<file path="src/rtl/modexp_pkg.sv">
// Shared constants for the modular exponentiation block.
package modexp_pkg;

  // Width of the scanned multiplier operand (base, running result, power)
  localparam int unsigned OPERAND_W = 32;
  // Step counter width for one bit-serial multiplication
  localparam int unsigned STEP_W    = $clog2(OPERAND_W);

  // Configuration port
  localparam int unsigned CFG_IDX_W = 8;
  localparam logic [CFG_IDX_W-1:0] REG_EXPONENT = 8'd0;
  localparam logic [CFG_IDX_W-1:0] REG_MODULUS  = 8'd1;

  // Register reset values
  localparam logic [31:0] EXPONENT_RST = 32'd17;
  localparam logic [31:0] MODULUS_RST  = 32'd3233;

endpackage

</file>
<file path="src/rtl/modexp_mulmod.sv">
// Bit-serial interleaved modular multiplier: result = x * y mod m, one bit of x a cycle.
module modexp_mulmod #(
  parameter int unsigned MOD_WIDTH = 32
) (
  input  logic                                 clk,
  input  logic                                 rst_n,
  input  logic                                 start,
  input  logic [modexp_pkg::OPERAND_W-1:0]     x,
  input  logic [MOD_WIDTH-1:0]                 y,
  input  logic [MOD_WIDTH-1:0]                 m,
  output logic                                 done,
  output logic [MOD_WIDTH-1:0]                 result
);

  // Partial sum 2*acc + y stays below 3*m
  localparam int unsigned TW = MOD_WIDTH + 2;
  localparam int unsigned XW = modexp_pkg::OPERAND_W;
  localparam int unsigned SW = modexp_pkg::STEP_W;
  localparam logic [SW-1:0] LAST_STEP = SW'(XW - 1);

  logic [XW-1:0]        x_sh_r, x_sh_nxt;
  logic [MOD_WIDTH-1:0] y_r, y_nxt;
  logic [MOD_WIDTH-1:0] acc_r, acc_nxt;
  logic [SW-1:0]        step_r, step_nxt;
  logic                 busy_r, busy_nxt;
  logic                 done_r, done_nxt;

  logic [TW-1:0] sum;
  logic [TW-1:0] m1;
  logic [TW-1:0] m2;
  logic [TW-1:0] red;

  // One step: double, add y when the scanned bit is set, fold back below m
  always_comb begin
    m1  = TW'(m);
    m2  = TW'({m, 1'b0});
    sum = TW'({acc_r, 1'b0}) + (x_sh_r[XW-1] ? TW'(y_r) : '0);
    if (sum >= m2) begin
      red = sum - m2;
    end else if (sum >= m1) begin
      red = sum - m1;
    end else begin
      red = sum;
    end
  end

  // Sequencing of the 32 steps
  always_comb begin
    x_sh_nxt = x_sh_r;
    y_nxt    = y_r;
    acc_nxt  = acc_r;
    step_nxt = step_r;
    busy_nxt = busy_r;
    done_nxt = 1'b0;
    if (start) begin
      x_sh_nxt = x;
      y_nxt    = y;
      acc_nxt  = '0;
      step_nxt = '0;
      busy_nxt = 1'b1;
    end else if (busy_r) begin
      x_sh_nxt = {x_sh_r[XW-2:0], 1'b0};
      acc_nxt  = red[MOD_WIDTH-1:0];
      step_nxt = step_r + 1'b1;
      if (step_r == LAST_STEP) begin
        busy_nxt = 1'b0;
        done_nxt = 1'b1;
      end
    end
  end

  always_ff @(posedge clk) begin
    if (!rst_n) begin
      busy_r <= 1'b0;
      done_r <= 1'b0;
      step_r <= '0;
    end else begin
      busy_r <= busy_nxt;
      done_r <= done_nxt;
      step_r <= step_nxt;
    end
  end

  always_ff @(posedge clk) begin
    x_sh_r <= x_sh_nxt;
    y_r    <= y_nxt;
    acc_r  <= acc_nxt;
  end

  assign done   = done_r;
  assign result = acc_r;

endmodule

</file>
<file path="src/rtl/modular_exponentiation_top.sv">
// Top level of the modular exponentiation block: handshake, key registers and sequencer.
//
// Each base transfer returns one result: base^exponent mod modulus, computed by
// right-to-left square-and-multiply with two bit-serial modular multipliers that
// work one bit per cycle. The base is first reduced, then every exponent bit up
// to the highest set one takes one multiply and one square, the multiply and the
// square running side by side. The next base can be taken as soon as the result
// is valid; a zero modulus skips the multipliers and returns 0 with modulus_error
// set. One item is in work at a time; a finished result waits in the output
// register while the next base is accepted. The user must write exponent and
// modulus on the cfg port (index 0 and 1) only while the block is idle; the block
// itself does not enforce this. Only the low MOD_WIDTH bits of the modulus are kept.
module modular_exponentiation_top #(
  parameter int unsigned MOD_WIDTH = 32
) (
  input  logic                                  clk,
  input  logic                                  rst_n,
  // base input
  input  logic                                  in_valid,
  output logic                                  in_ready,
  input  logic [31:0]                           in_base_value,
  // result output
  output logic                                  out_valid,
  input  logic                                  out_ready,
  output logic [31:0]                           out_power_result,
  output logic                                  out_modulus_error,
  // configuration writes
  input  logic                                  cfg_valid,
  output logic                                  cfg_ready,
  input  logic [modexp_pkg::CFG_IDX_W-1:0]      cfg_index,
  input  logic [31:0]                           cfg_data
);

  localparam int unsigned XW = modexp_pkg::OPERAND_W;

  localparam logic [2:0] S_IDLE   = 3'd0;
  localparam logic [2:0] S_REDUCE = 3'd1;
  localparam logic [2:0] S_LSTART = 3'd2;
  localparam logic [2:0] S_LOOP   = 3'd3;
  localparam logic [2:0] S_FIN    = 3'd4;

  logic [31:0]          exponent_r, exponent_nxt;
  logic [MOD_WIDTH-1:0] modulus_r, modulus_nxt;

  logic [2:0]           state_r, state_nxt;
  logic [31:0]          bits_r, bits_nxt;
  logic [MOD_WIDTH-1:0] acc_r, acc_nxt;
  logic [MOD_WIDTH-1:0] power_r, power_nxt;
  logic                 err_r, err_nxt;

  logic                 out_valid_r, out_valid_nxt;
  logic [31:0]          out_res_r, out_res_nxt;
  logic                 out_err_r, out_err_nxt;

  logic                 in_xfer;
  logic                 out_free;

  // multiplier A: base reduction, then acc * power
  logic                 a_start;
  logic [XW-1:0]        a_x;
  logic [MOD_WIDTH-1:0] a_y;
  logic                 a_done;
  logic [MOD_WIDTH-1:0] a_res;
  // multiplier B: power * power
  logic                 b_start;
  logic                 b_done;
  logic [MOD_WIDTH-1:0] b_res;

  logic [MOD_WIDTH-1:0] one_mod;

  assign cfg_ready = 1'b1;
  assign in_ready  = (state_r == S_IDLE);
  assign in_xfer   = in_valid && in_ready;
  assign out_free  = !out_valid_r || out_ready;

  // 1 mod m: zero when the modulus is one
  assign one_mod = (modulus_r == MOD_WIDTH'(1)) ? '0 : MOD_WIDTH'(1);

  // Key register writes
  always_comb begin
    exponent_nxt = exponent_r;
    modulus_nxt  = modulus_r;
    if (cfg_valid && cfg_ready) begin
      if (cfg_index == modexp_pkg::REG_EXPONENT) begin
        exponent_nxt = cfg_data;
      end else if (cfg_index == modexp_pkg::REG_MODULUS) begin
        modulus_nxt = cfg_data[MOD_WIDTH-1:0];
      end
    end
  end

  // Sequencer
  always_comb begin
    state_nxt     = state_r;
    bits_nxt      = bits_r;
    acc_nxt       = acc_r;
    power_nxt     = power_r;
    err_nxt       = err_r;
    out_valid_nxt = out_valid_r;
    out_res_nxt   = out_res_r;
    out_err_nxt   = out_err_r;
    a_start       = 1'b0;
    b_start       = 1'b0;
    a_x           = 32'(acc_r);
    a_y           = power_r;

    if (out_valid_r && out_ready) begin
      out_valid_nxt = 1'b0;
    end

    case (state_r)
      S_IDLE: begin
        if (in_xfer) begin
          bits_nxt = exponent_r;
          if (modulus_r == '0) begin
            acc_nxt   = '0;
            err_nxt   = 1'b1;
            state_nxt = S_FIN;
          end else begin
            acc_nxt   = MOD_WIDTH'(1);
            err_nxt   = 1'b0;
            a_start   = 1'b1;
            a_x       = in_base_value;
            a_y       = one_mod;
            state_nxt = S_REDUCE;
          end
        end
      end
      S_REDUCE: begin
        if (a_done) begin
          power_nxt = a_res;
          state_nxt = S_LSTART;
        end
      end
      S_LSTART: begin
        if (bits_r == '0) begin
          state_nxt = S_FIN;
        end else begin
          a_start   = 1'b1;
          b_start   = 1'b1;
          state_nxt = S_LOOP;
        end
      end
      S_LOOP: begin
        // both units finish in the same cycle
        if (a_done && b_done) begin
          if (bits_r[0]) begin
            acc_nxt = a_res;
          end
          power_nxt = b_res;
          bits_nxt  = {1'b0, bits_r[31:1]};
          state_nxt = S_LSTART;
        end
      end
      S_FIN: begin
        if (out_free) begin
          out_valid_nxt = 1'b1;
          out_res_nxt   = 32'(acc_r);
          out_err_nxt   = err_r;
          state_nxt     = S_IDLE;
        end
      end
      default: begin
        state_nxt = S_IDLE;
      end
    endcase
  end

  always_ff @(posedge clk) begin
    if (!rst_n) begin
      state_r     <= S_IDLE;
      out_valid_r <= 1'b0;
      exponent_r  <= modexp_pkg::EXPONENT_RST;
      modulus_r   <= MOD_WIDTH'(modexp_pkg::MODULUS_RST);
    end else begin
      state_r     <= state_nxt;
      out_valid_r <= out_valid_nxt;
      exponent_r  <= exponent_nxt;
      modulus_r   <= modulus_nxt;
    end
  end

  always_ff @(posedge clk) begin
    bits_r    <= bits_nxt;
    acc_r     <= acc_nxt;
    power_r   <= power_nxt;
    err_r     <= err_nxt;
    out_res_r <= out_res_nxt;
    out_err_r <= out_err_nxt;
  end

  modexp_mulmod #(
    .MOD_WIDTH (MOD_WIDTH)
  ) u_mul_a (
    .clk    (clk),
    .rst_n  (rst_n),
    .start  (a_start),
    .x      (a_x),
    .y      (a_y),
    .m      (modulus_r),
    .done   (a_done),
    .result (a_res)
  );

  modexp_mulmod #(
    .MOD_WIDTH (MOD_WIDTH)
  ) u_mul_b (
    .clk    (clk),
    .rst_n  (rst_n),
    .start  (b_start),
    .x      (32'(power_r)),
    .y      (power_r),
    .m      (modulus_r),
    .done   (b_done),
    .result (b_res)
  );

  assign out_valid         = out_valid_r;
  assign out_power_result  = out_res_r;
  assign out_modulus_error = out_err_r;

endmodule

</file>
<file path="config.mk">
export PLATFORM = sky130hd
export DESIGN_NAME = modular_exponentiation_top
export DESIGN_NICKNAME = d
export VERILOG_FILES = /design/src/rtl/modexp_pkg.sv /design/src/rtl/modexp_mulmod.sv /design/src/rtl/modular_exponentiation_top.sv
export SDC_FILE = /design/constraint.sdc
export NUM_CORES = 1
export LEC_CHECK = 0
export BUFFER_PORTS_ARGS = -buffer_cell sky130_fd_sc_hd__buf_2
export CAP_MARGIN = 40
export CORE_MARGIN = 4
export CORE_UTILIZATION = 59
export CTS_CLUSTER_DIAMETER = 150
export DETAILED_ROUTE_END_ITERATION = 8
export PLACE_DENSITY = 0.77
export SLEW_MARGIN = 20
export SYNTH_ARGS = -nofsm -noshare
export SYNTH_HDL_FRONTEND = slang
export SYNTH_HIERARCHICAL = 1
export SYNTH_SLANG_ARGS = --single-unit
</file>
<file path="constraint.sdc">
create_clock -name clk -period 6.5 [get_ports clk]
set_clock_uncertainty 0.2 [all_clocks]
set_input_delay 0 -clock clk [delete_from_list [all_inputs] [get_ports clk]]
set_output_delay 0 -clock clk [all_outputs]
set_load 0.01 [all_outputs]
</file>
==> results of run 1 <==
## worst min-delay path, delay by kind of cell
kind          cells  cell delay [ps]
buf+inv           2              640
simple gates      1               90
mux               1               60
## final cells by class
class | count | area [um^2]
clock inverter | 29 | 282
multi-input combinational | 2225 | 15700
timing repair buffer | 264 | 2010
clock buffer | 52 | 1150
sequential | 404 | 10700
fill | 3448 | 14500
inverter | 134 | 503
tap | 600 | 751
## report_power, final
part           switching [mW]  total [mW]  internal, mW
Combinational            3.27        5.40          2.13
Clock                    1.11        2.52          1.41
Sequential              0.252        3.18          2.92
Total                    4.63        11.1          6.47
## flip-flops by register name (all words and copies together) (netlist names), 5 cells and up
name              count
power_r              32
u_mul_b/result       32
out_power_result     32
bits_r               32
u_mul_a/result       32
u_mul_a/step_r        5
modulus_r            32
u_mul_a/y_r          32
acc_r                32
exponent_r           32
u_mul_b/y_r          32
u_mul_b/x_sh_r       32
u_mul_b/step_r        5
u_mul_a/x_sh_r       32
## path summary, 6_finish.rpt
| check | from | end | slack (ps) | cells past startpoint |
|---|---|---|---|---|
| worst max-delay path | u_mul_b/x_sh_r[31] | u_mul_b/result[0] | 320 | 21 |
| worst min-delay path | cfg_data[26] | modulus_r[26] | 50 | 4 |
| worst max register to register | u_mul_b/x_sh_r[31] | u_mul_b/result[0] | 320 | 21 |
| worst min register to register | err_r | out_modulus_error | 230 | 0 |
## cell families after synthesis
logic type      share of synthesized area [%]
xor+xnor                                 4.98
fa+ha+maj                                9.33
compound gates                           18.0
simple gates                             17.6
flops                                    39.1
buf+inv                                  3.72
other cells                            0.0137
mux                                      7.26
## repair_timing
action	CTS	global route
resized for setup	0	7
setup endpoints to repair	0	60
endpoints found under the hold margin	109	0
hold buffers	86	0
setup buffers	0	5
## cell usage after synthesis (all sizes together), types with 22 or more instances
library cell / count
mux2: 96
edfxtp: 258
nand4: 34
nand2b: 25
nand3: 46
o21a: 33
o21ai: 131
a21o: 62
nor4: 22
clkbuf: 72
a221oi: 24
inv: 134
a211oi: 48
o21bai: 30
and2: 134
a21oi: 173
o211ai: 32
nor2: 174
nand2: 335
ha: 194
xor2: 54
nor3: 50
mux2i: 90
nor2b: 73
buf: 32
dfxtp: 146
xnor2: 99
## per-stage QoR
stage               area [um^2]  instances  total power [mW]  worst slack (ps)  hold slack, ps
floorplan                 27300       2867              6.81              1010           -82.5
global placement          28600       3531              8.31               447            42.2
detailed placement        28700       3535              8.36               319            55.2
CTS                       31000       3702              10.9               213            26.0
global route              31000       3708              11.6              32.5            78.7
finish                    31000       3708              11.1               317            48.5
## cell usage in the layout, fill, tap and decap left out, drive strengths merged, types with 9 or more instances in the layout
master and count:
mux2i 90, ha 194, nand4 34, inv 138, xor2 54, o311ai 10
nand2b 25, nor3 50, o21a 33, a31oi 21, nand2 335, a211o 11
o21ai 131, dfxtp 146, dlygate4sd3 86, or3 16, clkinv 16, a221oi 24
nor4 22, a21o 62, mux2 96, xnor2 99, or2 14, o22ai 9
o31ai 13, edfxtp 258, o211ai 32, nor2b 73, a21oi 173, and2 134
a211oi 48, buf 177, a2111oi 9, o21bai 30, nand3 46, and3 19
nor2 174, nor3b 14, a311oi 21, clkbuf 53
## per-layer routing
layer / share of wire (%) / track usage (%) / vias up
li1: - / - / 10900
met1: 42 / 47.9 / 11400
met2: 45 / 55.7 / 1209
met3: 8.0 / 5.38 / 214
met4: 5.2 / 15.1 / 2
met5: 0.014 / 0 / -
==> summary.md, run 1 <==
| Metric | Value |
|---|---|
| # port buffers | `between 100 and 150` |
| Result of the run | `finished, final reports clean` |
| Final Cycle Share | `95.1%` |
| Worst hold path class | `in2reg` |
| Post-synth ARST share | `0%` |
| Clk sink count | `a little over 400` |
| Layout cell share with drive strength beyond 1 | `13.2%` |
| Required @ worst endpoint | `6780 ps` |
| CTS tree | `built` |
| Final HPWL from detailed placement | `67500 um` |
| Synth area leaders | `edfxtp_1 28%, dfxtp_1 11%, ha_1 8.9%` |
| Die Y | `between 200 and 250 um` |
| Synth Net Count | `3144` |
| Clock latency on the worst-skew pair | `590 ps` |
| CORE AREA | `0.0456 mm^2` |
| Initial Utilization | `59.9%` |
| Row cnt | `78` |
| Final ANT Viol Nets | `0` |
| Most frequent CP cell | `o21ai_0` |
| # IOs | `113` |
| Root Driver | `clkbuf_16` |
| TNS Setup | `0 ps` |
| Grt ovf | `0` |
| Total of max-cap violations | `0` |
| Crit Path Max Fanout | `12` |
| Nets@finish | `around 3400` |
| Flops & latches, synth | `404` |
| Crit start category | `flop` |
| Syn Inst Count | `2867` |
| Area leader, netlist | `edfxtp_1` |
| First-pass GRT wire length | `approximately 140000 um` |
| Count of cell types in the netlist | `104` |
| Slowest cell on crit path | `edfxtp_1` |
| Top_reg_cell synth | `edfxtp_1` |
| Die ar. | `0.0498 mm^2` |
| Routed Wire Length | `90100 um` |
| Max frequency | `162 MHz` |
| 1st-pass router iterations | `6` |
| DRC | `0` |
| Final hold vios | `0` |
| Final setup violation count | `0` |
| Ant. Diodes | `0` |
| Top cell type's share of synthesized area | `28.4%` |
| Crit path cell chain | `buf_4 -> and2_1 -> ha_1 -> nand4_1 -> or3_1 -> a211o_1 -> a21oi_2 -> o21ai_0 -> o21ai_0 -> xor2_1 -> ha_1 -> o21a_1 -> o21ai_0 -> o21ai_1 -> o211a_2 -> a2111oi_2 -> o21ba_2 -> nand2_2 -> buf_4 -> a21o_1 -> a311oi_1` |
| Arrival @ worst endpoint | `6470 ps` |
| Lkg Pwr | `12.3 nW` |
| Vias in the first global route | `22900` |
| Max-slew headroom | `44.1%` |
| Buf/Inv on CP | `2` |
| Initial antenna violation count | `1` |
| Wirelength per Cell | `24.3 um` |
| CTS H-tree lvls | `2` |
| Fin. max-slew vios | `0` |
| Cell Pwr Density | `between 300 and 400 mW/mm^2` |
| Top delay family on crit path | `compound AO/OA/AOI/OAI gates` |
| Via count | `23800` |
| Largest net degree at the start of global routing | `100` |
| Placer Congestion | `1.01` |
| Final core occ | `68.1%` |
| Post-synth EDFFs | `258` |
| P&R area growth vs syn | `13.8%` |
| Max Root-Sink Buffers | `3` |
| Worst slew pin tran | `838 ps` |
| Max VDD drop | `0.282 mV` |
| Unrepaired setup endpoints after global routing | `no` |
| Fin crit period | `between 6000 and 7000 ps` |
| Die X | `approximately 220 um` |
| Num CTS Buffers | `44` |
| Crit-path max cell delay | `530 ps` |
| Register area share after synthesis | `39.1%` |
| Mapped Area | `0.0273 mm^2` |
| Worst-path clk slew | `70 ps` |
| Vias per std cell | `around 6.4` |
| GRT Overall Usage | `35.0%` |
| DR iter-0 viols | `2846` |
| Setup crit end kind | `flop` |
| Worst Setup Path Type | `reg2reg` |
| Synth Warn # | `6` |
| Syn Area/Cell | `9.52 um^2` |
Note: power is estimated with default switching activity, not from simulation.
==> run 2, diff against run 1 <==
--- a/config.mk
+++ b/config.mk
@@ -14,2 +14,3 @@
 export PLACE_DENSITY = 0.77
+export SETUP_SLACK_MARGIN = 0.4
 export SLEW_MARGIN = 20
@@ -17,3 +18,2 @@
 export SYNTH_HDL_FRONTEND = slang
-export SYNTH_HIERARCHICAL = 1
 export SYNTH_SLANG_ARGS = --single-unit
--- a/constraint.sdc
+++ b/constraint.sdc
@@ -4,2 +4,2 @@
 set_output_delay 0 -clock clk [all_outputs]
-set_load 0.01 [all_outputs]
+set_load 0.02 [all_outputs]
==> summary.md, run 2 <==
| Metric | Value |
|---|---|
| Result of the run | `finished, final reports clean` |
| Final hold vios | `0 (unchanged)` |
| Most frequent cell after synthesis | `nand2_1` |
| Crit Path Max Fanout | `31 (+19)` |
| Syn Area/Cell | `9.05 um^2 (-4.9%)` |
| Root Driver | `clkbuf_16` |
| Combinational power share | `44.6% (-4.1 points)` |
| Setup crit end kind | `flop` |
| CP startpoint | `u_mul_a.x_sh_r[31]` |
| Flops & latches, synth | `404 (unchanged)` |
| Num CTS Buffers | `45 (+2.3%)` |
| Nets@finish | `3407 (+1.7%)` |
| Worst slew pin tran | `766 ps (-72.1 ps)` |
| Total of max-cap violations | `0 (unchanged)` |
| Die ar. | `0.0480 mm^2 (-3.5%)` |
| CTS tree | `built` |
| Vias in the first global route | `23200 (+1.6%)` |
| Critical Path Sink | `u_mul_a.result[27]` |
| Via count | `23700 (-0.034%)` |
| P&R area growth vs syn | `16.6%` |
| Worst r2r src | `u_mul_a.x_sh_r[31]` |
| Worst Setup Path Type | `reg2reg` |
| Clk sink count | `404 (unchanged)` |
| Clock Power Share | `25.6% (+2.9 points)` |
| Max-slew headroom | `48.9% (+4.8 points)` |
| Top_reg_cell synth | `edfxtp_1` |
| Switching Share | `38.4% (-3.3 points)` |
| Fin. max-slew vios | `0 (unchanged)` |
| Final HPWL from detailed placement | `61700 um (-8.6%)` |
| Commonest non-fill, non-tap cell in the layout | `nand2_1` |
| CTS H-tree lvls | `2 (unchanged)` |
| Vias per std cell | `6.31 (-1.4%)` |
| Unrepaired setup endpoints after global routing | `yes` |
| GRT Overall Usage | `34.8% (-0.27 points)` |
| Crit start category | `flop` |
| Syn Inst Count | `2905 (+1.3%)` |
| Lkg Pwr | `12.6 nW (+2.6%)` |
| Flop2flop setup slack | `540 ps (+220 ps)` |
| # port buffers | `111 (unchanged)` |
| Hold WS | `29.5 ps (-19.0 ps)` |
| Required @ worst endpoint | `6770 ps (about the same)` |
| Fin crit period | `5960 ps (-219 ps)` |
| DR iter-0 viols | `2550 (-10%)` |
| Initial Utilization | `59.6% (-0.27 points)` |
| Clock latency on the worst-skew pair | `600 ps (about the same)` |
| Final Cycle Share | `91.8% (-3.4 points)` |
| Register area share after synthesis | `40.6% (+1.5 points)` |
| Design area | `0.0307 mm^2 (-1.2%)` |
| Routed Wire Length | `85500 um (-5.1%)` |
| Die Y | `219 um (-1.8%)` |
| Top cell type's share of synthesized area | `29.5% (+1.1 points)` |
| Synth Warn # | `0 (-6)` |
| Post-synth ARST share | `0% (unchanged)` |
| Share of power burned in registers | `29.9% (+1.3 points)` |
| Area leader, netlist | `edfxtp_1` |
| Cell Pwr Density | `334 mW/mm^2 (-6.5%)` |
| Tot Pwr | `10.3 mW (-7.6%)` |
| Commonest non-fill, non-tap cells in the layout | `523 x nand2_1, 258 x edfxtp_1, 185 x ha_1` |
| Count of cell types in the netlist | `99 (-4.8%)` |
| Mapped Area | `0.0263 mm^2 (-3.6%)` |
| Synth cell count leaders | `524 x nand2_1, 258 x edfxtp_1, 194 x ha_1, 186 x nor2_1, 182 x a21oi_1` |
| Synth area leaders | `edfxtp_1 29%, dfxtp_1 11%, ha_1 9.2%` |
| DRC | `0 (unchanged)` |
| Sw power | `3.94 mW (-15%)` |
| First-pass GRT wire length | `130000 um (-4.4%)` |
| Worst-path clk slew | `60 ps (about the same)` |
| Row cnt | `77 (-1.3%)` |
| Max VDD drop | `0.221 mV (-22%)` |
| TNS Setup | `0 ps (unchanged)` |
| Placer Congestion | `1.03 (+2.0%)` |
| Final core occ | `69.5% (+1.4 points)` |
| Die X | `219 um (-1.8%)` |
| Worst hold path class | `in2reg` |
| Final ANT Viol Nets | `0 (unchanged)` |
| Initial antenna violation count | `2 (+1)` |
| Max frequency | `168 MHz (+3.7%)` |
| Layout cell share with drive strength beyond 1 | `11.8% (-1.4 points)` |
| Largest net degree at the start of global routing | `65 (-35%)` |
| Area after DPL | `0.0277 mm^2 (-3.5%)` |
| Grt ovf | `0 (unchanged)` |
| # IOs | `113 (unchanged)` |
| CORE AREA | `0.0441 mm^2 (-3.2%)` |
| Max Root-Sink Buffers | `3 (unchanged)` |
| Wirelength per Cell | `22.7 um (-6.4%)` |
| R2R cell count | `25 (+19%)` |
| Post-synth EDFFs | `258 (unchanged)` |
| Synth Net Count | `3182 (+1.2%)` |
| Reg2reg end | `u_mul_a.result[27]` |
| 1st-pass router iterations | `5 (-1)` |
| Arrival @ worst endpoint | `6230 ps (-240 ps)` |
| Final setup violation count | `0 (unchanged)` |
| Total internal power | `6.31 mW (-2.4%)` |
## run 2: cell count changes in the layout (fill, tap and decap cells not counted), sizes merged, moves of 18 or more
cell	delta
mux2i	-56
nor2b	-55
a221oi	-19
mux2	-92
and3	+34
buf	+19
and2	-32
o22ai	+37
a21o	+37
a21boi	+54
dlygate4sd3	+18
inv	-43
nand2	+190
## run 2: power groups by stage
stage | sequential [mW] | clock [mW] | combinational [mW]
2_1_floorplan | 3.00 | 0 | 3.14
3_3_place_gp | 3.11 | 0 | 4.14
3_5_place_dp | 3.11 | 0 | 4.20
4_1_cts | 3.05 | 2.64 | 4.28
5_1_grt | 3.07 | 2.75 | 4.95
6_report | 3.06 | 2.62 | 4.57
## run 2: final cells by class
| type | instances | area (um^2) |
|---|---|---|
| diodes | 2 | 5.00 |
| clock buffers | 57 | 1210 |
| clock inverters | 27 | 292 |
| fillers | 3387 | 13500 |
| inverters | 93 | 349 |
| multi-input cells | 2286 | 15100 |
| flip-flops and latches | 404 | 10700 |
| well taps | 592 | 741 |
| repair buffers | 300 | 2350 |
## run 2: stage by stage
stage,setup WS (ps),cells
global placement,168,3550
detailed placement,63.6,3552
finish,536,3761
CTS,402,3741
floorplan,808,2905
global route,234,3760
## run 2: logic make-up after synthesis
family | after synthesis | share of synthesized area (%)
other cells | 1 | 0.0143
mux | 38 | 1.47
buf+inv | 215 | 3.33
simple gates | 1086 | 18.8
flops | 404 | 40.6
xor+xnor | 166 | 5.53
fa+ha+maj | 200 | 9.69
compound gates | 795 | 20.6
## run 2: what timing repair did
item                                   in CTS  in global routing
hold buffers                              104                  0
resized for setup                           6                 57
setup endpoints to repair                  35                 64
endpoints found under the hold margin     125                  0
setup buffers                               1                 18
pin swaps                                   0                 22
## run 2: how the worst min path moves through the flow
stage            startpoint        endpoint  slack [ps]  cells past startpoint
3_3_place_gp    cfg_data[4]   exponent_r[4]          40                      3
6_report       cfg_data[10]  exponent_r[10]          30                      4
3_5_place_dp    cfg_data[0]   exponent_r[0]          40                      3
4_1_cts        cfg_data[16]  exponent_r[16]         0.3                      4
5_1_grt        cfg_data[10]  exponent_r[10]          30                      4
2_1_floorplan   cfg_data[0]   exponent_r[0]         -80                      2
## run 2: worst max-delay path, cell delays in order (launching register included)
cell and delay [ps]:
edfxtp_1 430, buf_8 190, and2_1 160, ha_1 330, o211ai_1 250, a21oi_2 80, o31a_1 310, o22ai_2 220
a211oi_2 160, or4_1 510, a31o_2 250, a21oi_1 170, xnor2_1 180, ha_1 400, nand3_1 170, nor4_2 170
buf_4 140, nand4_1 190, o21ai_1 220, a21oi_1 90, o21ai_1 150, a21o_1 260, buf_4 220, nand2_1 90
o221ai_1 190, a21oi_1 70
## run 2: per-layer routing
metal  GRT usage [%]  up-vias  share of wire [%]
met2            56.1     1156                 46
met1            47.1    11400                 42
met4            14.0        0                4.5
li1                -    11000                  -
met3            5.52      226                8.3
met5               0        -                  0
